## config.mk

```make
export PLATFORM = sky130hd
export DESIGN_NAME = key_slot_table_with_epochs_top
export DESIGN_NICKNAME = d
export VERILOG_FILES = /design/src/hw/rtl/kst_pkg.sv /design/src/hw/rtl/key_slot_table_with_epochs_top.sv
export SDC_FILE = /design/constraint.sdc
export NUM_CORES = 1
export LEC_CHECK = 0
export BUFFER_PORTS_ARGS = -buffer_cell sky130_fd_sc_hd__buf_2
export CORE_UTILIZATION = 65
export CTS_CLUSTER_DIAMETER = 50
export DETAILED_ROUTE_END_ITERATION = 7
export PLACE_DENSITY = 0.87
export SETUP_SLACK_MARGIN = 0.2
export SYNTH_ARGS = -nofsm -noshare
export SYNTH_HDL_FRONTEND = slang
export SYNTH_SLANG_ARGS = --single-unit
```

## constraint.sdc

```tcl
create_clock -name i_clk -period 7.7 [get_ports i_clk]
set_clock_uncertainty 0.05 [all_clocks]
set_input_delay 0.385 -clock i_clk [delete_from_list [all_inputs] [get_ports i_clk]]
set_output_delay 0.385 -clock i_clk [all_outputs]
set_load 0.005 [all_outputs]
```

## src/hw/rtl/kst_pkg.sv

```systemverilog
// Shared constants and types for the key slot table with epochs.
package kst_pkg;

    localparam int SLOT_COUNT = 16;
    localparam int KEY_BITS   = 16;

    localparam int SLOT_W   = (SLOT_COUNT > 1) ? $clog2(SLOT_COUNT) : 1;
    localparam int KEY_IN_W = 16;
    localparam int KEY_W    = (KEY_BITS < KEY_IN_W) ? KEY_BITS : KEY_IN_W;
    localparam int CMD_W    = 2;
    localparam int SEL_W    = 4;
    localparam int IDX_W    = 5;
    localparam int EPOCH_W  = 32;

    localparam int S_TDATA_W = ((KEY_IN_W + SEL_W + 7) / 8) * 8;
    localparam int M_TDATA_W = ((IDX_W + EPOCH_W + 7) / 8) * 8;

    // Slot index reported when no slot applies.
    localparam logic [IDX_W-1:0] NONE_CODE = IDX_W'(SLOT_COUNT);

    typedef enum logic [CMD_W-1:0] {
        CMD_ACQUIRE     = 2'd0,
        CMD_RELEASE     = 2'd1,
        CMD_RELEASE_ALL = 2'd2,
        CMD_READ_EPOCH  = 2'd3
    } t_cmd;

    typedef enum logic [4:0] {
        S_IDLE    = 5'b00001,
        S_INSTALL = 5'b00010,
        S_SCAN    = 5'b00100,
        S_CLAIM   = 5'b01000,
        S_DONE    = 5'b10000
    } t_state;

endpackage

```

## src/hw/rtl/key_slot_table_with_epochs_top.sv

```systemverilog
// Key slot table with per-slot epochs: sequencer, slot storage and output register.
//
// The block keeps SLOT_COUNT key slots, each with a used bit, a key and a 32-bit
// epoch. Commands arrive as stream transfers: acquire, release, release-all and
// epoch read. Slot 0 holds the default key and is set up by the first acquire,
// release or release-all. One command is worked at a time and the input is not
// ready until its result has been placed in the output register. A single key
// comparator walks the table one slot per cycle, and one epoch incrementer serves
// both the slot 0 install and the claim of a free slot. An acquire goes through
// install, scan and, with no match but a free slot, claim; a release through install
// and, unless its key is the default, scan; a release-all through install; an epoch
// read goes straight to done. The input may take a new command while a finished
// result still waits at the output. The user must write the default key through the
// configuration port only while the block is idle; the block does not enforce this.
module key_slot_table_with_epochs_top
    import kst_pkg::*;
(
    input  logic                 i_clk,
    input  logic                 i_rst_n,

    input  logic                 i_cfg_we,
    input  logic [KEY_IN_W-1:0]  i_cfg_wdata,     // default_key

    input  logic                 s_axis_tvalid,
    output logic                 s_axis_tready,
    input  logic [S_TDATA_W-1:0] s_axis_tdata,    // [15:0] key, [19:16] slot_select
    input  logic [CMD_W-1:0]     s_axis_tuser,    // [1:0] command

    output logic                 m_axis_tvalid,
    input  logic                 m_axis_tready,
    output logic [M_TDATA_W-1:0] m_axis_tdata,    // [4:0] slot_index, [36:5] epoch_value
    output logic                 m_axis_tuser     // [0] acquired
);

    // Configuration and per-slot storage.
    logic [KEY_IN_W-1:0] r_dflt;
    logic                r_used  [SLOT_COUNT];
    logic [KEY_W-1:0]    r_keys  [SLOT_COUNT];
    logic [EPOCH_W-1:0]  r_epoch [SLOT_COUNT];

    // Command in progress.
    t_state              r_state, n_state;
    t_cmd                r_cmd;
    logic [KEY_W-1:0]    r_key;
    logic [SLOT_W-1:0]   r_idx, n_idx;
    logic                r_sel_ok;
    logic                r_free_vld, n_free_vld;
    logic [SLOT_W-1:0]   r_free, n_free;
    logic                r_res_acq, n_res_acq;
    logic [IDX_W-1:0]    r_res_idx, n_res_idx;

    // Output register.
    logic                r_m_valid, n_m_valid;
    logic                r_m_acq;
    logic [IDX_W-1:0]    r_m_idx;
    logic [EPOCH_W-1:0]  r_m_ep;

    logic                w_accept;
    logic                w_load_out;
    logic                w_hit;
    logic                w_last;
    logic                w_free_here;
    logic [EPOCH_W-1:0]  w_ep_inc;
    logic [EPOCH_W-1:0]  w_ep_next;
    logic [EPOCH_W-1:0]  w_out_ep;
    logic                we_install;
    logic                we_claim;
    logic                we_free;
    logic                we_clear_all;

    assign s_axis_tready = (r_state == S_IDLE);
    assign w_accept      = s_axis_tvalid && s_axis_tready;

    assign m_axis_tvalid = r_m_valid;
    assign m_axis_tuser  = r_m_acq;
    assign m_axis_tdata  = M_TDATA_W'({r_m_ep, r_m_idx});

    // The single comparator looks at the slot under the scan pointer.
    assign w_hit       = r_used[r_idx] && (r_keys[r_idx] == r_key);
    assign w_last      = (r_idx == SLOT_W'(SLOT_COUNT - 1));
    assign w_free_here = !r_used[r_idx] && (r_idx != '0) && !r_free_vld;

    // Shared epoch incrementer; the epoch skips zero when it wraps.
    assign w_ep_inc  = r_epoch[r_idx] + 1'b1;
    assign w_ep_next = (w_ep_inc == '0) ? EPOCH_W'(1) : w_ep_inc;

    assign w_out_ep   = ((r_cmd == CMD_READ_EPOCH) && r_sel_ok) ? r_epoch[r_idx] : '0;
    assign w_load_out = (r_state == S_DONE) && (!r_m_valid || m_axis_tready);

    always_comb begin
        n_state      = r_state;
        n_idx        = r_idx;
        n_free_vld   = r_free_vld;
        n_free       = r_free;
        n_res_acq    = r_res_acq;
        n_res_idx    = r_res_idx;
        we_install   = 1'b0;
        we_claim     = 1'b0;
        we_free      = 1'b0;
        we_clear_all = 1'b0;

        case (r_state)
            S_IDLE: begin
                if (w_accept) begin
                    n_free_vld = 1'b0;
                    n_free     = '0;
                    n_res_acq  = 1'b0;
                    n_res_idx  = NONE_CODE;
                    if (t_cmd'(s_axis_tuser) == CMD_READ_EPOCH) begin
                        n_idx   = SLOT_W'(s_axis_tdata[KEY_IN_W +: SEL_W]);
                        n_state = S_DONE;
                    end else begin
                        n_idx   = '0;
                        n_state = S_INSTALL;
                    end
                end
            end
            S_INSTALL: begin
                // The scan pointer sits on slot 0 here.
                we_install = !r_used[0];
                case (r_cmd)
                    CMD_ACQUIRE: begin
                        n_idx   = '0;
                        n_state = S_SCAN;
                    end
                    CMD_RELEASE: begin
                        // The default key is never freed; the search starts at slot 1.
                        if (r_key == r_dflt[KEY_W-1:0]) begin
                            n_state = S_DONE;
                        end else begin
                            n_idx   = SLOT_W'(1);
                            n_state = S_SCAN;
                        end
                    end
                    default: begin
                        we_clear_all = 1'b1;
                        n_state      = S_DONE;
                    end
                endcase
            end
            S_SCAN: begin
                if (r_cmd == CMD_ACQUIRE) begin
                    if (w_hit) begin
                        n_res_acq = 1'b1;
                        n_res_idx = IDX_W'(r_idx);
                        n_state   = S_DONE;
                    end else begin
                        if (w_free_here) begin
                            n_free_vld = 1'b1;
                            n_free     = r_idx;
                        end
                        if (w_last) begin
                            if (r_free_vld || w_free_here) begin
                                n_idx   = r_free_vld ? r_free : r_idx;
                                n_state = S_CLAIM;
                            end else begin
                                n_state = S_DONE;
                            end
                        end else begin
                            n_idx = SLOT_W'(r_idx + 1'b1);
                        end
                    end
                end else begin
                    if (w_hit) begin
                        we_free = 1'b1;
                        n_state = S_DONE;
                    end else if (w_last) begin
                        n_state = S_DONE;
                    end else begin
                        n_idx = SLOT_W'(r_idx + 1'b1);
                    end
                end
            end
            S_CLAIM: begin
                we_claim  = 1'b1;
                n_res_acq = 1'b1;
                n_res_idx = IDX_W'(r_idx);
                n_state   = S_DONE;
            end
            S_DONE: begin
                if (w_load_out) begin
                    n_state = S_IDLE;
                end
            end
            default: begin
                n_state = S_IDLE;
            end
        endcase
    end

    always_comb begin
        n_m_valid = r_m_valid;
        if (m_axis_tready) begin
            n_m_valid = 1'b0;
        end
        if (w_load_out) begin
            n_m_valid = 1'b1;
        end
    end

    // Control state, the used bits and the epochs clear at reset.
    always_ff @(posedge i_clk) begin
        if (!i_rst_n) begin
            r_state    <= S_IDLE;
            r_m_valid  <= 1'b0;
            r_dflt     <= '0;
            r_free_vld <= 1'b0;
            for (int i = 0; i < SLOT_COUNT; i++) begin
                r_used[i]  <= 1'b0;
                r_epoch[i] <= '0;
            end
        end else begin
            r_state    <= n_state;
            r_m_valid  <= n_m_valid;
            r_free_vld <= n_free_vld;
            if (i_cfg_we) begin
                r_dflt <= i_cfg_wdata;
            end
            if (we_install || we_claim) begin
                r_used[r_idx]  <= 1'b1;
                r_epoch[r_idx] <= w_ep_next;
            end
            if (we_free) begin
                r_used[r_idx] <= 1'b0;
            end
            if (we_clear_all) begin
                for (int i = 1; i < SLOT_COUNT; i++) begin
                    r_used[i] <= 1'b0;
                end
            end
        end
    end

    // Payload registers.
    always_ff @(posedge i_clk) begin
        if (w_accept) begin
            r_cmd    <= t_cmd'(s_axis_tuser);
            r_key    <= s_axis_tdata[KEY_W-1:0];
            r_sel_ok <= (32'(s_axis_tdata[KEY_IN_W +: SEL_W]) < 32'(SLOT_COUNT));
        end
        r_idx     <= n_idx;
        r_free    <= n_free;
        r_res_acq <= n_res_acq;
        r_res_idx <= n_res_idx;
        if (we_install) begin
            r_keys[r_idx] <= r_dflt[KEY_W-1:0];
        end
        if (we_claim) begin
            r_keys[r_idx] <= r_key;
        end
        if (we_free) begin
            r_keys[r_idx] <= '0;
        end
        if (w_load_out) begin
            r_m_acq <= r_res_acq;
            r_m_idx <= r_res_idx;
            r_m_ep  <= w_out_ep;
        end
    end

endmodule
```

==> results of run 1 <==
worst max-delay path by stage:
stage	from	to	cells after the start
2_1_floorplan	register	r_keys[13][0]	19
3_3_place_gp	register	r_epoch[14][1]	12
3_5_place_dp	register	r_epoch[12][1]	12
4_1_cts	register	r_epoch[14][1]	15
5_1_grt	register	r_epoch[14][1]	15
6_report	register	r_epoch[14][1]	14
routing by layer:
layer	global-route usage, %	share of wire (%)
met1	45.3	31
met2	57.8	47
met3	10.1	15
met4	21.5	6.8
met5	0	0
synth_stat cells (all sizes together), types with 34 or more instances:
master,count,area share (%)
edfxtp,845,67
nor2,580,5.7
mux4,184,11
clkbuf,122,1.2
nand2,113,1.1
mux2i,105,2.8
buf,62,1.3
xnor2,54,1.3
nor2b,47,0.77
dfxtp,36,1.9
a21oi,35,0.47
nand3,34,0.45
stage by stage:
| stage | std cells | total power (uW) |
|---|---|---|
| after detailed placement | 3217 | 7830 |
| final | 3417 | 12300 |
| after floorplan | 2481 | 7240 |
| after CTS | 3412 | 12100 |
| after global routing | 3414 | 12500 |
| after global placement | 3217 | 7740 |
worst max-delay path, delay by kind of cell, from the launching register on:
family / cells / cell delay, ns
simple gates: 7 / 1.67
compound gates: 2 / 0.70
mux: 1 / 0.60
fa+ha+maj: 1 / 0.27
xor+xnor: 1 / 1.00
flops: 1 / 0.82
buf+inv: 2 / 0.46
logic make-up (layout without fill, tap and decap cells):
logic type / after synthesis / in the layout / synth area share, %
flip-flops: 881 / 881 / 68.4
AND/OR/NAND/NOR: 881 / 881 / 10.1
multiplexers: 297 / 297 / 14.2
buffers and inverters: 198 / 364 / 2.67
AO/OA/AOI/OAI: 150 / 150 / 2.87
XOR/XNOR: 66 / 66 / 1.55
adder cells (fa/ha/maj): 5 / 5 / 0.164
other: 1 / 8 / 0.00983
area by class of cell:
cell class | count | area, sq um
Sequential cell | 881 | 26100
Fill cell | 3116 | 15300
Multi-Input combinational cell | 1402 | 11200
Clock buffer | 114 | 2420
Timing Repair Buffer | 184 | 1250
Tap cell | 765 | 957
Clock inverter | 52 | 509
Inverter | 14 | 52.6
Antenna cell | 5 | 12.5
repair_timing:
item                      4_1_cts  5_1_grt
setup buffers                   0        0
hold buffers                   29        0
hold endpoints to repair       29        0
power breakdown:
group	internal, uW	switching, uW
combinational	846	1530
clock	2490	1910
sequential	5390	137
state kept, by name, indices dropped and copies added (netlist names), 5 cells and up, named ones only:
| name | cells |
|---|---|
| r_keys | 256 |
| r_used | 16 |
| r_dflt | 16 |
| r_m_ep | 32 |
| r_key | 16 |
| r_res_idx | 5 |
| r_epoch | 512 |
| r_m_idx | 5 |
| r_state | 5 |
==> key figures, run 1 <==
Run status
  – Failing checks: design-rule violations
  – Status: finished, violations left

Floorplanning
  – Chip height: 244 um
  – Initial core utilization: 66.0%
  – Die width: 244 um
  – Die ar.: 59700 sq um
  – # rows: 88
  – Core ar.: 57800 sq um
  – I/O pin cnt: 90

Placement
  – IO Port Bufs: 82
  – Post-DP Area: 39200 sq um
  – RePlAce Congestion: 0.922
  – Setup WS pre-CTS: 2.05 ns
  – Dpl hpwl: 55900 um

Worst hold path
  – Hold Crit Endpoint: r_dflt[2]
  – Hold crit path type: in -> reg
  – Hold_sp: i_cfg_wdata[2]
  – WHS Path Cells: 3

Global route
  – Initial antenna violation count: 1
  – First-pass GRT wire length: 156000 um
  – Vias in the first global route: 25000
  – Largest net degree at the start of global routing: 58
  – Total grt overflow: 0
  – All-Layer GR Usage: 36.4%

Timing
  – RSZ-0062 raised after global routing: false
  – Period utilization: 77.2%
  – Setup TNS: 0 ns
  – Setup violators final: 0
  – Worst hold margin: 0.00627 ns
  – Maximum clock rate: 0.168 GHz
  – Final worst slack: 1.75 ns
  – Final slew viol count: 0
  – Least-Margin Pin Slew: 1.42 ns
  – Hold Vio Cnt, Final: 0
  – Worst relative slew slack: 4.79%
  – Min Tclk post-route: 5.95 ns

Clock tree
  – CTS buffer count: 91
  – Clk pin slew, worst setup/hold paths: 0.06 ns
  – Worst-skew pair later-pin latency: 0.67 ns
  – Cts repair resizes: 0
  – CTS tree: yes
  – CTS Buffer Depth: 3
  – Num Clock Sinks: 881
  – H-tree Lvls: 3
  – Clk root buf: clkbuf_16

Yosys
  – Post-Syn Instances: 2479
  – Warnings from Yosys: 0
  – Seq cells post-synth: 881
  – Post-Syn Area: 38200 sq um
  – Share of the yosys chip area belonging to registers: 68.4%
  – Most used DFF post-synth: edfxtp_1
  – Asr flop ratio synth: 0%
  – Post-synth EDFFs: 845
  – Synth Area per Inst: 15.4 sq um
  – Synth unique cells: 83

Drt
  – Final WL: 108000 um
  – Via Count: 24600
  – Routed vias/inst: 7.21
  – Drc violations: 2
  – Routed len/inst: 31.7 um
  – Detailed Route Iter0 Violations: 4383
  – Pre-antenna DRT Iters: 8
  – Antenna viol nets, final: 0

Power
  – Power density cells: 290 nW/um^2
  – Max rail drop VDD: 0.245 mV
  – Static Leakage: 0.0146 uW

Cells and area
  – Most frequent cells in the layout: edfxtp_1, nor2_1, mux4_2
  – Layout cell share with drive strength beyond 1: 19.8%
  – Utilization after layout: 73.5%
  – Most common cell after layout, fill and taps aside: edfxtp_1
  – Design Area, Final: 42500 sq um
  – Nets@finish: 2626
  – Layout area overhead: 11.3%

Critical path
  – Critical path data arrival time: 6.23 ns
  – Worst EP required: 7.99 ns
  – Worst path most repeated cell: nand2_1
  – CP max stage cell: xnor2_1
  – RR Endpoint: r_epoch[14][1]
  – Critical path startpoint category: register
  – CP endpoint kind: register
  – FF-to-FF setup slack: 1.75 ns
  – Worst path cell trace: buf_4 -> mux4_1 -> a22oi_1 -> nand2_1 -> ha_1 -> inv_1 -> nand4bb_1 -> or2_2 -> nor2_1 -> xnor2_1 -> nand2_1 -> nor3_2 -> a41oi_4 -> nor2b_1
  – Critical Path Max Stage Delay: 1.00 ns
  – Setup CP Type: reg -> reg
  – Crit Path Max Fanout: 34
  – Worst reg2reg path depth: 14

Flow run
  – Maxcap violations: 0
No activity file was read; power rests on OpenSTA's default activity.
==> run 2, diff against run 1 <==
- ABC_AREA: default -> 1
- CORE_UTILIZATION: 65 -> 63
- PLACE_DENSITY: 0.87 -> 0.85
- clock period: 7.7 -> 5.9 ns (I/O delays scaled with it)
==> run 2 against run 1 <==
  * Highest routed layer unchanged
  * Critical path type unchanged
  * Clock-buffer cell count increased by 5
  * Register-to-register slack got worse by 0.88 ns
  * Via count increased by 29%
  * The run now ends clean
  * Core utilization decreased by 2.5 points
  * Power increased by 56%
  * Largest cell class unchanged
  * Worst hold slack improved by 0.044 ns
==> key figures, run 2 <==
Cells and area
  – Most flops, register: r_epoch
  – Most frequent cells in the layout: nor2_1, nand2_1, edfxtp_1
  – Most common cell after layout, fill and taps aside: nor2_1
  – Nets@finish: 4323
  – N_diodes: 0
  – Layout area overhead: 11.0%
  – Layout cell share with drive strength beyond 1: 8.41%
  – Largest registers: r_epoch x512, r_keys x256, r_m_ep x32
  – Non-Filler Instances: 5188
  – Max reg flops: 512
  – Layout fillers: 4215

Yosys
  – Synth Area per Inst: 9.56 sq um
  – Most used DFF post-synth: edfxtp_1
  – Synth top area share: 62.7%
  – Seq cells post-synth: 881
  – Post-synth top cells: nor2_1, nand2_1, edfxtp_1
  – Largest cells by area after synthesis: edfxtp_1, nor2_1, nand2_1
  – Asr flop ratio synth: 0%
  – Warnings from Yosys: 0
  – Post-Syn Area: 40500 sq um
  – Synth unique cells: 39
  – Synth area leader: edfxtp_1
  – Post-synth EDFFs: 845
  – Post-Syn Instances: 4237
  – Share of the yosys chip area belonging to registers: 64.4%
  – Top-count cell post-synth: nor2_1

Drt
  – Final WL: 114000 um
  – Antenna viol nets, final: 0
  – Routed vias/inst: 6.13
  – Pre-antenna DRT Iters: 7
  – Detailed Route Iter0 Violations: 4852
  – Routed len/inst: 22.0 um
  – Drc violations: 0
  – Via Count: 31800

Critical path
  – Crit Path Max Fanout: 87
  – Worst EP required: 6.13 ns
  – Critical path data arrival time: 5.26 ns
  – Critical path startpoint category: register
  – Setup CP Type: reg -> reg
  – CP endpoint kind: register
  – FF-to-FF setup slack: 0.88 ns

Power
  – Power density cells: 428 nW/um^2
  – Static Leakage: 0.0175 uW
  – Max rail drop VDD: 0.296 mV
  – Final Power: 19200 uW

Global route
  – Vias in the first global route: 30400
  – Initial antenna violation count: 1
  – All-Layer GR Usage: 34.4%
  – First-pass GRT wire length: 170000 um
  – Total grt overflow: 0
  – Largest net degree at the start of global routing: 146

Floorplanning
  – Die ar.: 65300 sq um
  – # rows: 92
  – Chip height: 256 um
  – Core ar.: 63300 sq um
  – Initial core utilization: 64.0%
  – Die width: 256 um
  – I/O pin cnt: 90

Clock tree
  – Clk root buf: clkbuf_16
  – Cts repair resizes: 0
  – H-tree Lvls: 3
  – CTS Buffer Depth: 3
  – CTS tree: yes
  – Clk pin slew, worst setup/hold paths: 0.06 ns
  – Num Clock Sinks: 881
  – CTS buffer count: 92
  – Worst-skew pair later-pin latency: 0.67 ns

Placement
  – IO Port Bufs: 82
  – Dpl hpwl: 60400 um
  – Placed cell count: 4979
  – RePlAce Congestion: 0.967

Timing
  – Min Tclk post-route: 5.02 ns
  – Worst relative slew slack: 13.3%
  – Setup violators final: 0
  – Least-Margin Pin Slew: 1.30 ns
  – Worst hold margin: 0.0503 ns
  – RSZ-0062 raised after global routing: false
  – Hold Vio Cnt, Final: 0
  – Final slew viol count: 0
  – Period utilization: 85.1%
  – Maximum clock rate: 0.199 GHz
  – Setup TNS: 0 ns

Worst hold path
  – Hold crit path type: in -> reg

Flow run
  – Maxcap violations: 0

Run status
  – Status: complete, no violations
## run 2: changes by cell type in the layout (fill, tap and decap cells not counted), sizes merged, moves of 47 or more
| cell | previous run | this run |
|---|---|---|
| xnor2 | 54 | 6 |
| nand3 | 34 | 352 |
| nand2 | 113 | 930 |
| o21ai | 29 | 241 |
| inv | 22 | 315 |
| nor2b | 47 | 0 |
| mux2i | 105 | 0 |
| nor2 | 580 | 1017 |
| mux4 | 184 | 0 |
| o211ai | 1 | 78 |
## run 2: cells by family after synthesis
group           share of synthesized area (%)
other cells                           0.00926
fa+ha+maj                               0.154
buf+inv                                  6.12
xor+xnor                                0.260
flops                                    64.4
simple gates                             23.3
compound gates                           5.72
## run 2: final cells by class
type	instances	area [sq um]	area share, %
repair buffers	206	1500	3.34
clock buffers	119	2510	5.58
multi-input cells	2782	12000	26.8
well taps	846	1060	2.36
clock inverters	46	534	1.19
flip-flops and latches	881	26100	58.1
inverters	308	1170	2.61
## run 2: worst max-delay path, cell delays in order (launching register included)
cell and delay, ns:
dfxtp_4 0.53, inv_8 0.50, buf_4 0.77, nor2_1 0.13, nor2_1 0.14, o21ai_0 0.13, o211ai_1 0.18, nand3_1 0.19
nand2_1 0.12, nand2_1 0.08, nand2_1 0.06, nor2_1 0.04, nand2_1 0.05, nor2_1 0.06, nand3_1 0.21, nor2_1 0.10
buf_4 0.23, a21oi_1 0.91
## run 2: through the flow
step,utilization [%],instance area (sq um),setup WS [ns]
finish,71.0,44900,0.879
global route,71.0,44900,0.672
CTS,71.0,44900,1.09
detailed placement,65.5,41400,1.07
global placement,65.5,41400,1.14
floorplan,-,40500,1.98
## run 2: worst paths after layout
check	startpoint	end	cells after the start
min reg2reg	r_res_acq	m_axis_tuser	0
max reg2reg	register	r_keys[1][4]	17
max	register	r_keys[1][4]	17
min	i_cfg_we	r_dflt[5]	3
## run 2: timing repair
action / 4_1_cts / 5_1_grt
buffers inserted: 0 / 0
endpoints found under the setup margin: 0 / 0
hold endpoints to repair: 42 / 0
hold buffers: 44 / 0
## run 2: per-layer routing
layer	GRT usage [%]	share of wire [%]
met1	44.3	34
met2	55.5	47
met3	6.43	14
met4	18.8	5.4
met5	0	0
## run 2: where the power goes
part / switching, uW / internal, uW / leakage [uW]
clock network: 2450 / 3370 / 0.00148
logic: 4660 / 1420 / 0.00737
registers: 206 / 7130 / 0.00866
total: 7320 / 11900 / 0.0175
